## src/sv/ucpe_pkg.sv

```systemverilog
// Shared types, widths and codes for the URL common-prefix encoder.
package ucpe_pkg;

	// Fixed field widths
	localparam int LEN_W = 7;   // string length / byte position
	localparam int CNT_W = 3;   // closed-string count and string index
	localparam int TOT_W = 10;  // encoding size in bytes
	localparam int CAP_W = 10;  // output capacity register

	localparam logic [CAP_W-1:0] CAP_RESET = 10'd1023;

	// Result status codes
	localparam logic [1:0] ST_OK      = 2'd0;
	localparam logic [1:0] ST_NOSPACE = 2'd1;
	localparam logic [1:0] ST_OVF     = 2'd2;

	// Byte source for the packer
	localparam logic [1:0] SRC_PLEN = 2'd0;  // prefix length byte
	localparam logic [1:0] SRC_MEM  = 2'd1;  // byte read from the string store
	localparam logic [1:0] SRC_SLEN = 2'd2;  // suffix length byte

	typedef struct packed {
		logic [7:0] url_byte;
		logic       last_url;
	} in_t;

	typedef struct packed {
		logic [63:0] out_bytes;
		logic [3:0]  byte_count;
		logic [1:0]  status;
		logic        last_word;
	} out_t;

	// Controller -> datapath commands
	typedef struct packed {
		logic       in_take;
		logic       set_clr;
		logic       scan_init;
		logic       rd_en;
		logic       rd_p;
		logic       ref_ld;
		logic       p_inc;
		logic       i_clr;
		logic       i_inc;
		logic       j_zero;
		logic       j_ld_p;
		logic       j_inc;
		logic       tot_ld;
		logic       app;
		logic [1:0] app_src;
		logic       app_last;
		logic       err;
		logic [1:0] err_status;
	} ctl_t;

	// Datapath -> controller status
	typedef struct packed {
		logic in_final;
		logic ovf;
		logic cnt_zero;
		logic p_ge_min;
		logic i_first;
		logic i_last;
		logic mismatch;
		logic p_zero;
		logic j_last_pfx;
		logic len_gt_p;
		logic j_last_sfx;
		logic cap_over;
		logic slot_free;
	} sts_t;

endpackage

```

## src/sv/ucpe_dp.sv

```systemverilog
// Datapath: string store, set state, prefix scan counters, byte packer and output register.
module ucpe_dp #(
	parameter int MAX_URLS    = 2,
	parameter int URL_MAX_LEN = 64
) (
	input  logic                         clk,
	input  logic                         arst_n,
	input  ucpe_pkg::ctl_t               ctl,
	output ucpe_pkg::sts_t               sts,
	input  ucpe_pkg::in_t                in_data,
	input  logic                         cfg_wr_en,
	input  logic [ucpe_pkg::CAP_W-1:0]   cfg_wr_data,
	output logic                         out_valid,
	input  logic                         out_ready,
	output ucpe_pkg::out_t               out_data
);

	localparam int DEPTH = MAX_URLS * URL_MAX_LEN;
	localparam int AW    = (DEPTH > 1) ? $clog2(DEPTH) : 1;
	localparam int LIW   = (MAX_URLS > 1) ? $clog2(MAX_URLS) : 1;
	localparam int LW    = ucpe_pkg::LEN_W;
	localparam int CW    = ucpe_pkg::CNT_W;
	localparam int TW    = ucpe_pkg::TOT_W;

	logic [7:0]    mem [DEPTH];
	logic [7:0]    rdata_q;
	logic [7:0]    ref_q;

	logic [LW-1:0] len_q [MAX_URLS];
	logic [CW-1:0] cnt_q;
	logic [LW-1:0] pos_q;
	logic          ovf_q;
	logic [ucpe_pkg::CAP_W-1:0] cap_q;

	logic [LW-1:0] p_q;
	logic [LW-1:0] j_q;
	logic [CW-1:0] i_q;
	logic [TW-1:0] tot_q;

	logic [63:0]   word_q;
	logic [2:0]    pcnt_q;
	ucpe_pkg::out_t out_q;
	logic          out_valid_q;

	logic          cnt_full;
	logic          pos_full;
	logic          byte_nz;
	logic [AW-1:0] waddr;
	logic [AW-1:0] raddr;
	logic [LW-1:0] rd_pos;
	logic [LW-1:0] len_i;
	logic [LW-1:0] min_len;
	logic [TW-1:0] tot_sum;
	logic [7:0]    app_byte;
	logic [63:0]   word_nxt;
	logic          flush;
	logic          slot_free;

	assign byte_nz  = (in_data.url_byte != 8'd0);
	assign cnt_full = (cnt_q >= CW'(MAX_URLS));
	assign pos_full = (pos_q >= LW'(URL_MAX_LEN));
	assign waddr    = AW'(32'(cnt_q) * URL_MAX_LEN + 32'(pos_q));
	assign rd_pos   = ctl.rd_p ? p_q : j_q;
	assign raddr    = AW'(32'(i_q) * URL_MAX_LEN + 32'(rd_pos));
	assign len_i    = len_q[i_q[LIW-1:0]];

	// String store: one write port for loading, one registered read port
	always_ff @(posedge clk) begin
		if (ctl.in_take && byte_nz && !cnt_full && !pos_full) begin
			mem[waddr] <= in_data.url_byte;
		end
		if (ctl.rd_en) begin
			rdata_q <= mem[raddr];
		end
		if (ctl.ref_ld) begin
			ref_q <= rdata_q;
		end
	end

	// Set state: lengths, count, write position, overflow flag
	always_ff @(posedge clk or negedge arst_n) begin
		if (!arst_n) begin
			for (int k = 0; k < MAX_URLS; k++) begin
				len_q[k] <= '0;
			end
			cnt_q <= '0;
			pos_q <= '0;
			ovf_q <= 1'b0;
		end else if (ctl.set_clr) begin
			for (int k = 0; k < MAX_URLS; k++) begin
				len_q[k] <= '0;
			end
			cnt_q <= '0;
			pos_q <= '0;
			ovf_q <= 1'b0;
		end else if (ctl.in_take) begin
			if (byte_nz) begin
				if (cnt_full || pos_full) begin
					ovf_q <= 1'b1;
				end else begin
					pos_q <= pos_q + 1'b1;
				end
			end else begin
				if (cnt_full) begin
					ovf_q <= 1'b1;
				end else begin
					len_q[cnt_q[LIW-1:0]] <= pos_q;
					cnt_q <= cnt_q + 1'b1;
				end
				pos_q <= '0;
			end
		end
	end

	// Capacity register
	always_ff @(posedge clk or negedge arst_n) begin
		if (!arst_n) begin
			cap_q <= ucpe_pkg::CAP_RESET;
		end else if (cfg_wr_en) begin
			cap_q <= cfg_wr_data;
		end
	end

	// Scan and emission counters
	always_ff @(posedge clk or negedge arst_n) begin
		if (!arst_n) begin
			p_q <= '0;
			i_q <= '0;
			j_q <= '0;
		end else begin
			if (ctl.scan_init) begin
				p_q <= '0;
			end else if (ctl.p_inc) begin
				p_q <= p_q + 1'b1;
			end
			if (ctl.scan_init || ctl.i_clr) begin
				i_q <= '0;
			end else if (ctl.i_inc) begin
				i_q <= i_q + 1'b1;
			end
			if (ctl.j_zero) begin
				j_q <= '0;
			end else if (ctl.j_ld_p) begin
				j_q <= p_q;
			end else if (ctl.j_inc) begin
				j_q <= j_q + 1'b1;
			end
		end
	end

	// Shortest closed string bounds the prefix
	always_comb begin
		min_len = len_q[0];
		for (int k = 1; k < MAX_URLS; k++) begin
			if (k < int'(cnt_q) && len_q[k] < min_len) begin
				min_len = len_q[k];
			end
		end
	end

	// Encoding size: length byte, prefix, then length byte and suffix per string
	always_comb begin
		tot_sum = TW'(1) + TW'(p_q);
		for (int k = 0; k < MAX_URLS; k++) begin
			if (k < int'(cnt_q)) begin
				tot_sum = tot_sum + TW'(1) + TW'(len_q[k]) - TW'(p_q);
			end
		end
	end

	always_ff @(posedge clk) begin
		if (ctl.tot_ld) begin
			tot_q <= tot_sum;
		end
	end

	// Byte packer
	always_comb begin
		unique case (ctl.app_src)
			ucpe_pkg::SRC_PLEN: app_byte = 8'(p_q);
			ucpe_pkg::SRC_MEM:  app_byte = rdata_q;
			ucpe_pkg::SRC_SLEN: app_byte = 8'(len_i - p_q);
			default:            app_byte = 8'd0;
		endcase
		word_nxt = word_q;
		word_nxt[{pcnt_q, 3'b000} +: 8] = app_byte;
	end

	assign flush     = ctl.app && ((pcnt_q == 3'd7) || ctl.app_last);
	assign slot_free = !out_valid_q || out_ready;

	always_ff @(posedge clk or negedge arst_n) begin
		if (!arst_n) begin
			pcnt_q <= '0;
		end else if (ctl.scan_init || flush) begin
			pcnt_q <= '0;
		end else if (ctl.app) begin
			pcnt_q <= pcnt_q + 1'b1;
		end
	end

	always_ff @(posedge clk) begin
		if (ctl.scan_init || flush) begin
			word_q <= '0;
		end else if (ctl.app) begin
			word_q <= word_nxt;
		end
	end

	// Output register
	always_ff @(posedge clk or negedge arst_n) begin
		if (!arst_n) begin
			out_valid_q <= 1'b0;
		end else if (ctl.err || flush) begin
			out_valid_q <= 1'b1;
		end else if (out_ready) begin
			out_valid_q <= 1'b0;
		end
	end

	always_ff @(posedge clk) begin
		if (ctl.err) begin
			out_q.out_bytes  <= '0;
			out_q.byte_count <= '0;
			out_q.status     <= ctl.err_status;
			out_q.last_word  <= 1'b1;
		end else if (flush) begin
			out_q.out_bytes  <= word_nxt;
			out_q.byte_count <= 4'(pcnt_q) + 4'd1;
			out_q.status     <= ucpe_pkg::ST_OK;
			out_q.last_word  <= ctl.app_last;
		end
	end

	assign out_valid = out_valid_q;
	assign out_data  = out_q;

	// Status to the controller
	assign sts.in_final   = !byte_nz && in_data.last_url;
	assign sts.ovf        = ovf_q;
	assign sts.cnt_zero   = (cnt_q == '0);
	assign sts.p_ge_min   = (p_q >= min_len);
	assign sts.i_first    = (i_q == '0);
	assign sts.i_last     = (i_q == CW'(cnt_q - 1'b1));
	assign sts.mismatch   = (rdata_q != ref_q);
	assign sts.p_zero     = (p_q == '0);
	assign sts.j_last_pfx = (({1'b0, j_q} + 1'b1) == {1'b0, p_q});
	assign sts.len_gt_p   = (len_i > p_q);
	assign sts.j_last_sfx = (({1'b0, j_q} + 1'b1) == {1'b0, len_i});
	assign sts.cap_over   = (tot_q > TW'(cap_q));
	assign sts.slot_free  = slot_free;

endmodule

```

## src/sv/ucpe_ctrl.sv

```systemverilog
// Controller: sequences loading, prefix scan, size check and emission.
module ucpe_ctrl (
	input  logic           clk,
	input  logic           arst_n,
	input  logic           in_valid,
	output logic           in_ready,
	input  ucpe_pkg::sts_t sts,
	output ucpe_pkg::ctl_t ctl
);

	localparam logic [3:0] S_LOAD  = 4'd0;
	localparam logic [3:0] S_CHECK = 4'd1;
	localparam logic [3:0] S_SRD   = 4'd2;
	localparam logic [3:0] S_SCMP  = 4'd3;
	localparam logic [3:0] S_TOT   = 4'd4;
	localparam logic [3:0] S_CAP   = 4'd5;
	localparam logic [3:0] S_EOVF  = 4'd6;
	localparam logic [3:0] S_ECAP  = 4'd7;
	localparam logic [3:0] S_HDR   = 4'd8;
	localparam logic [3:0] S_PRD   = 4'd9;
	localparam logic [3:0] S_PAP   = 4'd10;
	localparam logic [3:0] S_LEN   = 4'd11;
	localparam logic [3:0] S_XRD   = 4'd12;
	localparam logic [3:0] S_XAP   = 4'd13;

	logic [3:0] state_q;
	logic [3:0] state_d;

	always_ff @(posedge clk or negedge arst_n) begin
		if (!arst_n) begin
			state_q <= S_LOAD;
		end else begin
			state_q <= state_d;
		end
	end

	assign in_ready = (state_q == S_LOAD);

	// Next state and commands
	always_comb begin
		state_d = state_q;
		ctl     = '0;
		unique case (state_q)
			S_LOAD: begin
				if (in_valid) begin
					ctl.in_take = 1'b1;
					if (sts.in_final) begin
						state_d = S_CHECK;
					end
				end
			end
			S_CHECK: begin
				ctl.scan_init = 1'b1;
				state_d = (sts.ovf || sts.cnt_zero) ? S_EOVF : S_SRD;
			end
			S_SRD: begin
				if (sts.p_ge_min) begin
					state_d = S_TOT;
				end else begin
					ctl.rd_en = 1'b1;
					ctl.rd_p  = 1'b1;
					state_d   = S_SCMP;
				end
			end
			S_SCMP: begin
				// first string sets the reference byte, the rest compare to it
				if (!sts.i_first && sts.mismatch) begin
					state_d = S_TOT;
				end else begin
					ctl.ref_ld = sts.i_first;
					if (sts.i_last) begin
						ctl.p_inc = 1'b1;
						ctl.i_clr = 1'b1;
					end else begin
						ctl.i_inc = 1'b1;
					end
					state_d = S_SRD;
				end
			end
			S_TOT: begin
				ctl.tot_ld = 1'b1;
				ctl.i_clr  = 1'b1;
				state_d    = S_CAP;
			end
			S_CAP: begin
				state_d = sts.cap_over ? S_ECAP : S_HDR;
			end
			S_EOVF: begin
				if (sts.slot_free) begin
					ctl.err        = 1'b1;
					ctl.err_status = ucpe_pkg::ST_OVF;
					ctl.set_clr    = 1'b1;
					state_d        = S_LOAD;
				end
			end
			S_ECAP: begin
				if (sts.slot_free) begin
					ctl.err        = 1'b1;
					ctl.err_status = ucpe_pkg::ST_NOSPACE;
					ctl.set_clr    = 1'b1;
					state_d        = S_LOAD;
				end
			end
			S_HDR: begin
				if (sts.slot_free) begin
					ctl.app     = 1'b1;
					ctl.app_src = ucpe_pkg::SRC_PLEN;
					ctl.j_zero  = 1'b1;
					state_d     = sts.p_zero ? S_LEN : S_PRD;
				end
			end
			S_PRD: begin
				ctl.rd_en = 1'b1;
				state_d   = S_PAP;
			end
			S_PAP: begin
				if (sts.slot_free) begin
					ctl.app     = 1'b1;
					ctl.app_src = ucpe_pkg::SRC_MEM;
					ctl.j_inc   = 1'b1;
					state_d     = sts.j_last_pfx ? S_LEN : S_PRD;
				end
			end
			S_LEN: begin
				if (sts.slot_free) begin
					ctl.app     = 1'b1;
					ctl.app_src = ucpe_pkg::SRC_SLEN;
					ctl.j_ld_p  = 1'b1;
					if (sts.len_gt_p) begin
						state_d = S_XRD;
					end else if (sts.i_last) begin
						ctl.app_last = 1'b1;
						ctl.set_clr  = 1'b1;
						state_d      = S_LOAD;
					end else begin
						ctl.i_inc = 1'b1;
					end
				end
			end
			S_XRD: begin
				ctl.rd_en = 1'b1;
				state_d   = S_XAP;
			end
			S_XAP: begin
				if (sts.slot_free) begin
					ctl.app     = 1'b1;
					ctl.app_src = ucpe_pkg::SRC_MEM;
					ctl.j_inc   = 1'b1;
					if (!sts.j_last_sfx) begin
						state_d = S_XRD;
					end else if (sts.i_last) begin
						ctl.app_last = 1'b1;
						ctl.set_clr  = 1'b1;
						state_d      = S_LOAD;
					end else begin
						ctl.i_inc = 1'b1;
						state_d   = S_LEN;
					end
				end
			end
			default: begin
				state_d = S_LOAD;
			end
		endcase
	end

endmodule

```

## src/sv/url_common_prefix_encoder.sv

```systemverilog
// Top level: front-coding encoder for a set of strings sharing a common prefix.
// Load: one byte per cycle, input ready only between sets.
// After the final terminator: a check, a prefix scan of each prefix byte over the n strings,
// size check, then emission of length bytes and stored bytes (read via the store read port).
// Output words leave through one output register; a stalled consumer stalls emission.
// Reset clears set state and output valid and loads capacity 1023; the store is not cleared.
module url_common_prefix_encoder #(
	parameter int MAX_URLS    = 2,
	parameter int URL_MAX_LEN = 64
) (
	input  logic                       clk,
	input  logic                       arst_n,
	input  logic                       in_valid,
	output logic                       in_ready,
	input  ucpe_pkg::in_t              in_data,
	output logic                       out_valid,
	input  logic                       out_ready,
	output ucpe_pkg::out_t             out_data,
	input  logic                       cfg_wr_en,
	input  logic [ucpe_pkg::CAP_W-1:0] cfg_wr_data
);

	ucpe_pkg::ctl_t ctl;
	ucpe_pkg::sts_t sts;

	ucpe_ctrl u_ctrl (
		.clk      (clk),
		.arst_n   (arst_n),
		.in_valid (in_valid),
		.in_ready (in_ready),
		.sts      (sts),
		.ctl      (ctl)
	);

	ucpe_dp #(
		.MAX_URLS    (MAX_URLS),
		.URL_MAX_LEN (URL_MAX_LEN)
	) u_dp (
		.clk         (clk),
		.arst_n      (arst_n),
		.ctl         (ctl),
		.sts         (sts),
		.in_data     (in_data),
		.cfg_wr_en   (cfg_wr_en),
		.cfg_wr_data (cfg_wr_data),
		.out_valid   (out_valid),
		.out_ready   (out_ready),
		.out_data    (out_data)
	);

	// Error transactions carry no bytes and end the encoding
	a_err_word: assert property (@(posedge clk) disable iff (!arst_n)
		out_valid && out_data.status != ucpe_pkg::ST_OK
		|-> out_data.byte_count == 4'd0 && out_data.last_word)
		else $error("error result with bytes or without last_word");

	// Only the final word of an encoding may be partial
	a_full_word: assert property (@(posedge clk) disable iff (!arst_n)
		out_valid && out_data.status == ucpe_pkg::ST_OK && !out_data.last_word
		|-> out_data.byte_count == 4'd8)
		else $error("non-final word not full");

	// Good words carry one to eight bytes
	a_word_count: assert property (@(posedge clk) disable iff (!arst_n)
		out_valid && out_data.status == ucpe_pkg::ST_OK
		|-> out_data.byte_count != 4'd0 && out_data.byte_count <= 4'd8)
		else $error("bad byte count");

	// No input taken while the packer or scan is running
	a_no_load_busy: assert property (@(posedge clk) disable iff (!arst_n)
		in_valid && in_ready && in_data.url_byte == 8'd0 && in_data.last_url
		|=> !in_ready)
		else $error("input ready right after final terminator");

endmodule
```

## config.mk

```make
export PLATFORM = sky130hd
export DESIGN_NAME = url_common_prefix_encoder
export DESIGN_NICKNAME = d
export VERILOG_FILES = /design/src/sv/ucpe_pkg.sv /design/src/sv/ucpe_dp.sv /design/src/sv/ucpe_ctrl.sv /design/src/sv/url_common_prefix_encoder.sv
export SDC_FILE = /design/constraint.sdc
export NUM_CORES = 2
export LEC_CHECK = 0
export BUFFER_PORTS_ARGS = -buffer_cell sky130_fd_sc_hd__buf_2
export CORE_MARGIN = 3
export CORE_UTILIZATION = 51
export DETAILED_ROUTE_END_ITERATION = 8
export HOLD_SLACK_MARGIN = 0.02
export PLACE_DENSITY_LB_ADDON = 0.1
export SYNTH_ARGS = -nofsm -noshare
export SYNTH_HDL_FRONTEND = slang
export SYNTH_SLANG_ARGS = --single-unit
export TNS_END_PERCENT = 20
```

## constraint.sdc

```tcl
create_clock -name clk -period 14.4 [get_ports clk]
set_input_delay 2.88 -clock clk [delete_from_list [all_inputs] [get_ports clk]]
set_output_delay 2.88 -clock clk [all_outputs]
set_load 0.01 [all_outputs]
```

Yosys cells after proc, flatten, opt, wreduce, memory -nomap -nowiden
Memories as Yosys holds them, arrays and structs flattened. A register that Yosys moved wholly into a read port is not among the register bits.
Cells that the tools add are included.
- flip-flop bits (word level): 213
- bits in writable memories: 1024
- bits of input ports: 24
- output and inout bits: 73
- word-level logic and storage cells: 225
- memories: 1
- add/sub/neg operators: 20
- magnitude comparators: 11
- eq/ne operators: 32
- shift operators: 2
- muxes and demuxes: 97
- bitwise logic cells: 2
- reductions and logical operators: 41
- memories (memory ; depth ; bits a word ; rd ports ; clocked after memory_dff ; wr ports ; RTL line ; text):
    u_dp.mem ; 128 ; 8 ; 1 ; 1 ; 1 ; ucpe_dp.sv:25 ; logic [7:0] mem [DEPTH];
- operator list (kind ; count):
    2-to-1 mux 7 bit ; 15
    bitwise mux 64 bit ; 1
    variable shift 8 x 8 -> 64 bit, first input constant ; 1
    variable part select 8 x 8 -> 64 bit ; 1
    2-to-1 mux 4 bit ; 15
    2-to-1 mux 14 bit ; 4
    case mux 4 bit (13 select lines) ; 1
    2-to-1 mux 3 bit ; 16
    2-to-1 mux 1 bit ; 28
    equality test 4 bit, second input constant ; 6
    case mux 8 bit (3 select lines) ; 1
    adder 7 x 1 -> 7 bit, second input constant ; 3
    adder 10 x 1 -> 10 bit, second input constant ; 2
    adder 10 x 7 -> 10 bit ; 2
    2-to-1 mux 10 bit ; 2
    subtractor 10 x 7 -> 10 bit ; 2
    equality test 4 x 3 -> 1 bit, second input constant ; 4
    equality test 8 x 7 -> 1 bit ; 2
    adder 7 bit ; 2
    bitwise mux 14 bit ; 1
    inequality test 2 x 1 -> 1 bit, second input constant ; 6
    case mux 3 bit (4 select lines) ; 1
    nonzero test 2 bit ; 6
    > comparator 10 bit ; 1
    43 further kinds ; 82

Depth between registers and ports, before layout
- depth after elaboration: 12
- mapped depth: 27
- depth with buffers taken out: 22

By module
Synthesis repeated with hierarchy kept, for this count alone.
- cell total of the unflattened synthesis: 3252
- area total of the unflattened synthesis: 51703.3 µm²
- by module, submodules not included (module ; times used ; cells each ; area an instance (µm²) ; seq. area each (µm²)):
    ucpe_dp ; 1 ; 3153 ; 51016.4 ; 35666.7
    ucpe_ctrl ; 1 ; 99 ; 686.9 ; 100.1

Worst setup path before layout
OpenSTA, ideal clock, no wires.
- kind: register to register
- start point: reg u_dp.len_q[8] (netlist bit)
- end point: reg u_dp.rdata_q[4], read port of u_dp.mem (data pin)
- setup time: 0.290 ns
- arrival time: 4.780 ns
- required time: 14.110 ns
- path slack: 9.330 ns
- stages on the path, launching flop included: 27
- path buffers: 5
- period minus slack after synthesis: 5.070 ns
- cells stage by stage: dfrtp_1 inv_1 ha_1 o21ai_0 a21boi_0 o21ai_0 nand2b_1 a21oi_1 nor2b_1 o21ai_0 nand3b_1 clkbuf_1 mux2_2 ha_1 nor2b_1 o21ai_1 a211oi_2 mux2i_1 buf_2 buf_2 buf_2 clkbuf_1 nand3_1 a21oi_1 nor4_1 nor3_1 a22oi_1
- cells in the longest elaborated chain, start to end: 8
- elaborated cells on any way between the ends: 9
- classes of those cells: add/sub (1); order compare (2); mux (5); reduce/logical (1)
- ends and longest elaborated chain (element ; RTL line ; text):
    from (decl) ; ucpe_dp.sv:29 ; logic [LW-1:0] len_q [MAX_URLS];
    from (signal, indexed assignment) ; ucpe_dp.sv:107 ; len_q[cnt_q[LIW-1:0]] <= pos_q;
    < comparator 7 bit ; ucpe_dp.sv:155 ; if (k < int'(cnt_q) && len_q[k] < min_len) begin
    logical AND 1 bit ; ucpe_dp.sv:155 ;
    2-to-1 mux 7 bit * ; ucpe_dp.sv:155 ;
    greater-or-equal comparator 7 bit * ; ucpe_dp.sv:242 ; assign sts.p_ge_min = (p_q >= min_len);
    2-to-1 mux 2 bit * ; ucpe_ctrl.sv:57 ; if (sts.p_ge_min) begin
    2-to-1 mux 1 bit ; ucpe_ctrl.sv:43 ; unique case (state_q)
    2-to-1 mux 7 bit ; ucpe_dp.sv:63 ; assign rd_pos = ctl.rd_p ? p_q : j_q;
    adder 7 bit ; ucpe_dp.sv:64 ; assign raddr = AW'(32'(i_q) * URL_MAX_LEN + 32'(rd_pos));
    to (decl) ; ucpe_dp.sv:26 ; logic [7:0] rdata_q;
Mark *: on every way between the ends. The rest lies on a longest branch, timed or not.
A chain may end at the register's enable or synchronous reset.

Worst setup path in the final report
- start point: reg u_dp.cnt_q[0]
- end point: reg u_dp.rdata_q[2], read port of u_dp.mem (data pin)
- cells in the longest elaborated chain, start to end: 8
- elaborated cells on any way between the ends: 9
- classes of those cells: add/sub (1); order compare (2); mux (5); reduce/logical (1)
- ends and longest elaborated chain (element ; RTL line ; text):
    from (decl) ; ucpe_dp.sv:30 ; logic [CW-1:0] cnt_q;
    from (signal assigned) ; ucpe_dp.sv:108 ; cnt_q <= cnt_q + 1'b1;
    < comparator 1 x 3 -> 1 bit * ; ucpe_dp.sv:155 ;
    logical AND 1 bit * ; ucpe_dp.sv:155 ;
    2-to-1 mux 7 bit * ; ucpe_dp.sv:155 ;
    greater-or-equal comparator 7 bit * ; ucpe_dp.sv:242 ;
    2-to-1 mux 2 bit * ; ucpe_ctrl.sv:57 ;
    2-to-1 mux 1 bit ; ucpe_ctrl.sv:43 ;
    2-to-1 mux 7 bit ; ucpe_dp.sv:63 ;
    adder 7 bit ; ucpe_dp.sv:64 ;
Marked as above.

==> run metrics <==
status completed; largest net degree at the start of global routing 155; max-slew violations 0; Crit Reg-Reg Endpoint u_dp.rdata_q[2]$_DFFE_PP_; post-synth design cell area 52,600 um^2; Arrival @ worst endpoint 8100 ps; setup slack after layout 6890 ps; drt first-iter violations 3,746; Hold Fails Final Rpt 0; worst hold start u_dp.out_data[3]$_SDFFE_PP0P_; DRT antenna net count 0; post-synthesis sequential area ratio 68.0%; Synth area leader edfxtp_1; Post-synth EDFFs 1,052; Ports 97; number of unique standard cell types used by synthesis 69; type of the worst setup path flop to flop; Hold Crit Class flop to flop; vias in the first global route 32,662; syn nets 4,262; Die Height 327 um; area of the multi-input gates 15,700 um^2; Area Growth Syn to Fin 11.5%; Cell Pwr Density 163 nW/um^2; die area 107,000 um^2; slew at the pin closest to its max-slew limit 1440 ps; dpl ws 7030 ps; largest cells by area after synthesis edfxtp_1 (60%), dfxtp_1 (5.1%), mux2i_1 (4.7%), nand2_1 (4.4%), a21oi_1 (2.8%); Crit Path Max Fanout 115; share of layout cells above drive strength 1 9.91%; GR Util All Layers 27.4%; slew margin rel. 3.31%; wire per inst 26.0 um; flip-flop and latch area 35,800 um^2; fraction of registers with async set/reset 4.82%; GRT overflow 0; setup violators final 0; Min-Delay Path Depth 2; detailed-route via count 34,132; setup TNS 0 ps; PortBufs 96; crit start category flop; first-pass GRT wire length 219 mm; RSZ-0062 raised after global routing no; Min Clock Period, post-route 7510 ps; hold buffer count at cts 0; crit end category flop; clock latency on the worst-skew pair 750 ps; flops & latches, synth 1,245; antenna diode count 0; Core ar. 102,000 um^2; DRC Markers 0; Leak 0.0205 uW; Max Freq 133 MHz; Yosys warning count 0; Post-Syn Instances 4,156; Clock Skews 22.1 ps; Worst Path Required 14,990 ps; CTS tree done; initial antenna violation count 0; post_cts resized 0; Initial Util 51.6%; CTS Buf Count 133; Die Span X 327 um; DP Wirelength 90.0 mm; Final Cycle Share 52.1%; Num Clock Sinks 1,245; R2R Setup Slk 6890 ps; maximum vdd drop 123 uV; CTS clock-pin slew for the worst setup and hold paths 60 ps; Setup Fix Bufs, Post-CTS 0; CTS root buffer clkbuf_16; WHS Endpoint u_dp.out_data[3]$_SDFFE_PP0P_; CTS Buffer Depth 3; Syn Area/Cell 12.7 um^2; R2R cell count 18; H-tree depth 4; Core Rows 117; DR vias/cell 6.01; max cap viols 0; Synth top area share 60.0%; number of detailed-routing iterations run before antenna repair 5; DRT Wirelength 147 mm; Top FF cell, synth edfxtp_1; final net count 4,309; Reg-to-Reg Start u_dp.cnt_q[0]$_DFFE_PN0P_; Filler Cells Inserted 8,291; Final GP Congestion 0.850
## placed cells by master, fill, tap and decap left out, types with 12 or more instances in the layout
cell,count
a211oi_1,93
a21oi_1,297
and2_1,23
buf_2,88
buf_4,87
clkbuf_1,32
clkbuf_16,140
clkinv_1,33
clkinv_2,16
dfrtp_1,50
dfxtp_1,133
edfxtp_1,1052
ha_1,73
inv_1,63
mux2i_1,245
mux4_2,25
nand2_1,614
nand3_1,235
nand4_1,12
nor2_1,342
nor2b_1,14
nor3_1,49
nor4_1,68
o21ai_0,149
o221ai_1,56
o22ai_1,37
xnor2_1,48
xor2_1,18
## critical path: stages (launching register included)
cell and delay (ps):
dfrtp_1 480, nor3_2 840, a21oi_1 90, buf_4 250, nand3b_1 370, mux2_2 390
ha_1 270, nor2b_1 100, o21ai_1 140, a211oi_4 220, buf_4 480, mux2_8 850
buf_4 770, mux2i_1 160, mux2i_1 280, o22ai_1 140, nor4_1 1110, nor4_1 100
a21oi_1 170
## sequential cells by signal, summed over array words and instances (netlist names), 3 cells and up
signal	cells
u_dp.i_q	3
u_dp.out_data	71
u_dp.word_q	64
u_dp.mem	1024
u_ctrl.state_q	4
u_dp.j_q	7
u_dp.len_q	14
u_dp.cap_q	10
u_dp.p_q	7
u_dp.ref_q	8
u_dp.pcnt_q	3
u_dp.rdata_q	8
u_dp.cnt_q	3
u_dp.pos_q	7
u_dp.tot_q	10
## per-layer routing
layer / GRT usage (%) / part of all wire, % / vias to the layer above
li1: - / - / 15536
met1: 39.1 / 43 / 16918
met2: 42.9 / 46 / 1385
met3: 4.96 / 8.1 / 293
met4: 9.01 / 3.1 / 0
met5: 0 / 0 / -
## cell families after synthesis
logic type | after synthesis | share of synthesized area [%]
AOI/OAI and AO/OA | 732 | 8.45
DFF | 1245 | 68.0
adders and majority gates | 82 | 2.08
muxes | 287 | 6.09
xor gates and xnor gates | 70 | 1.27
buffers and inverters | 330 | 2.54
and+or+nand+nor | 1410 | 11.6
## worst max path at each step
| stage | from | end | slack [ps] |
|---|---|---|---|
| global placement | u_dp.cnt_q[0]$_DFFE_PN0P_ | u_dp.rdata_q[1]$_DFFE_PP_ | 7060 |
| floorplan | u_dp.len_q[8]$_DFFE_PN0P_ | u_dp.rdata_q[4]$_DFFE_PP_ | 9330 |
| finish | u_dp.cnt_q[0]$_DFFE_PN0P_ | u_dp.rdata_q[2]$_DFFE_PP_ | 6890 |
| CTS | u_dp.cnt_q[0]$_DFFE_PN0P_ | u_dp.rdata_q[1]$_DFFE_PP_ | 6970 |
| global route | u_dp.cnt_q[0]$_DFFE_PN0P_ | u_dp.rdata_q[1]$_DFFE_PP_ | 6410 |
| detailed placement | u_dp.cnt_q[0]$_DFFE_PN0P_ | u_dp.rdata_q[2]$_DFFE_PP_ | 7030 |
## per-stage QoR
stage / utilization [%] / total power [uW] / cell area, um^2 / std cells / hold slack (ps)
6_report: 57.5 / 9590 / 58700 / 5677 / 455
5_1_grt: 57.5 / 9970 / 58700 / 5677 / 470
4_1_cts: 57.5 / 9620 / 58700 / 5677 / 460
3_5_place_dp: 53.5 / 6390 / 54600 / 5436 / 452
3_3_place_gp: 53.5 / 6370 / 54600 / 5436 / 447
2_1_floorplan: - / 5660 / 52600 / 4156 / 463
## final cells by class
type | count | area share [%]
clock buffers | 176 | 6.27
clock inverters | 65 | 0.769
inverters | 65 | 0.416
multi-input cells | 2581 | 26.8
flip-flops and latches | 1245 | 60.9
well taps | 1368 | 2.92
repair buffers | 177 | 1.93
## synthesized netlist by cell type (all sizes together) (70+ instances only)
library cell	n
a211oi	94
a21oi	299
buf	79
clkbuf	186
dfxtp	133
edfxtp	1052
ha	73
mux2i	249
nand2	615
nand3	236
nor2	343
nor4	70
o21ai	154
## report_power, final
part | total [uW] | switching (uW) | internal (uW) | leakage (uW)
Sequential | 4190 | 136 | 4050 | 0.0113
Combinational | 2150 | 1470 | 680 | 0.00713
Clock | 3250 | 1400 | 1860 | 0.00201
Power figures use the tool's default switching activity.
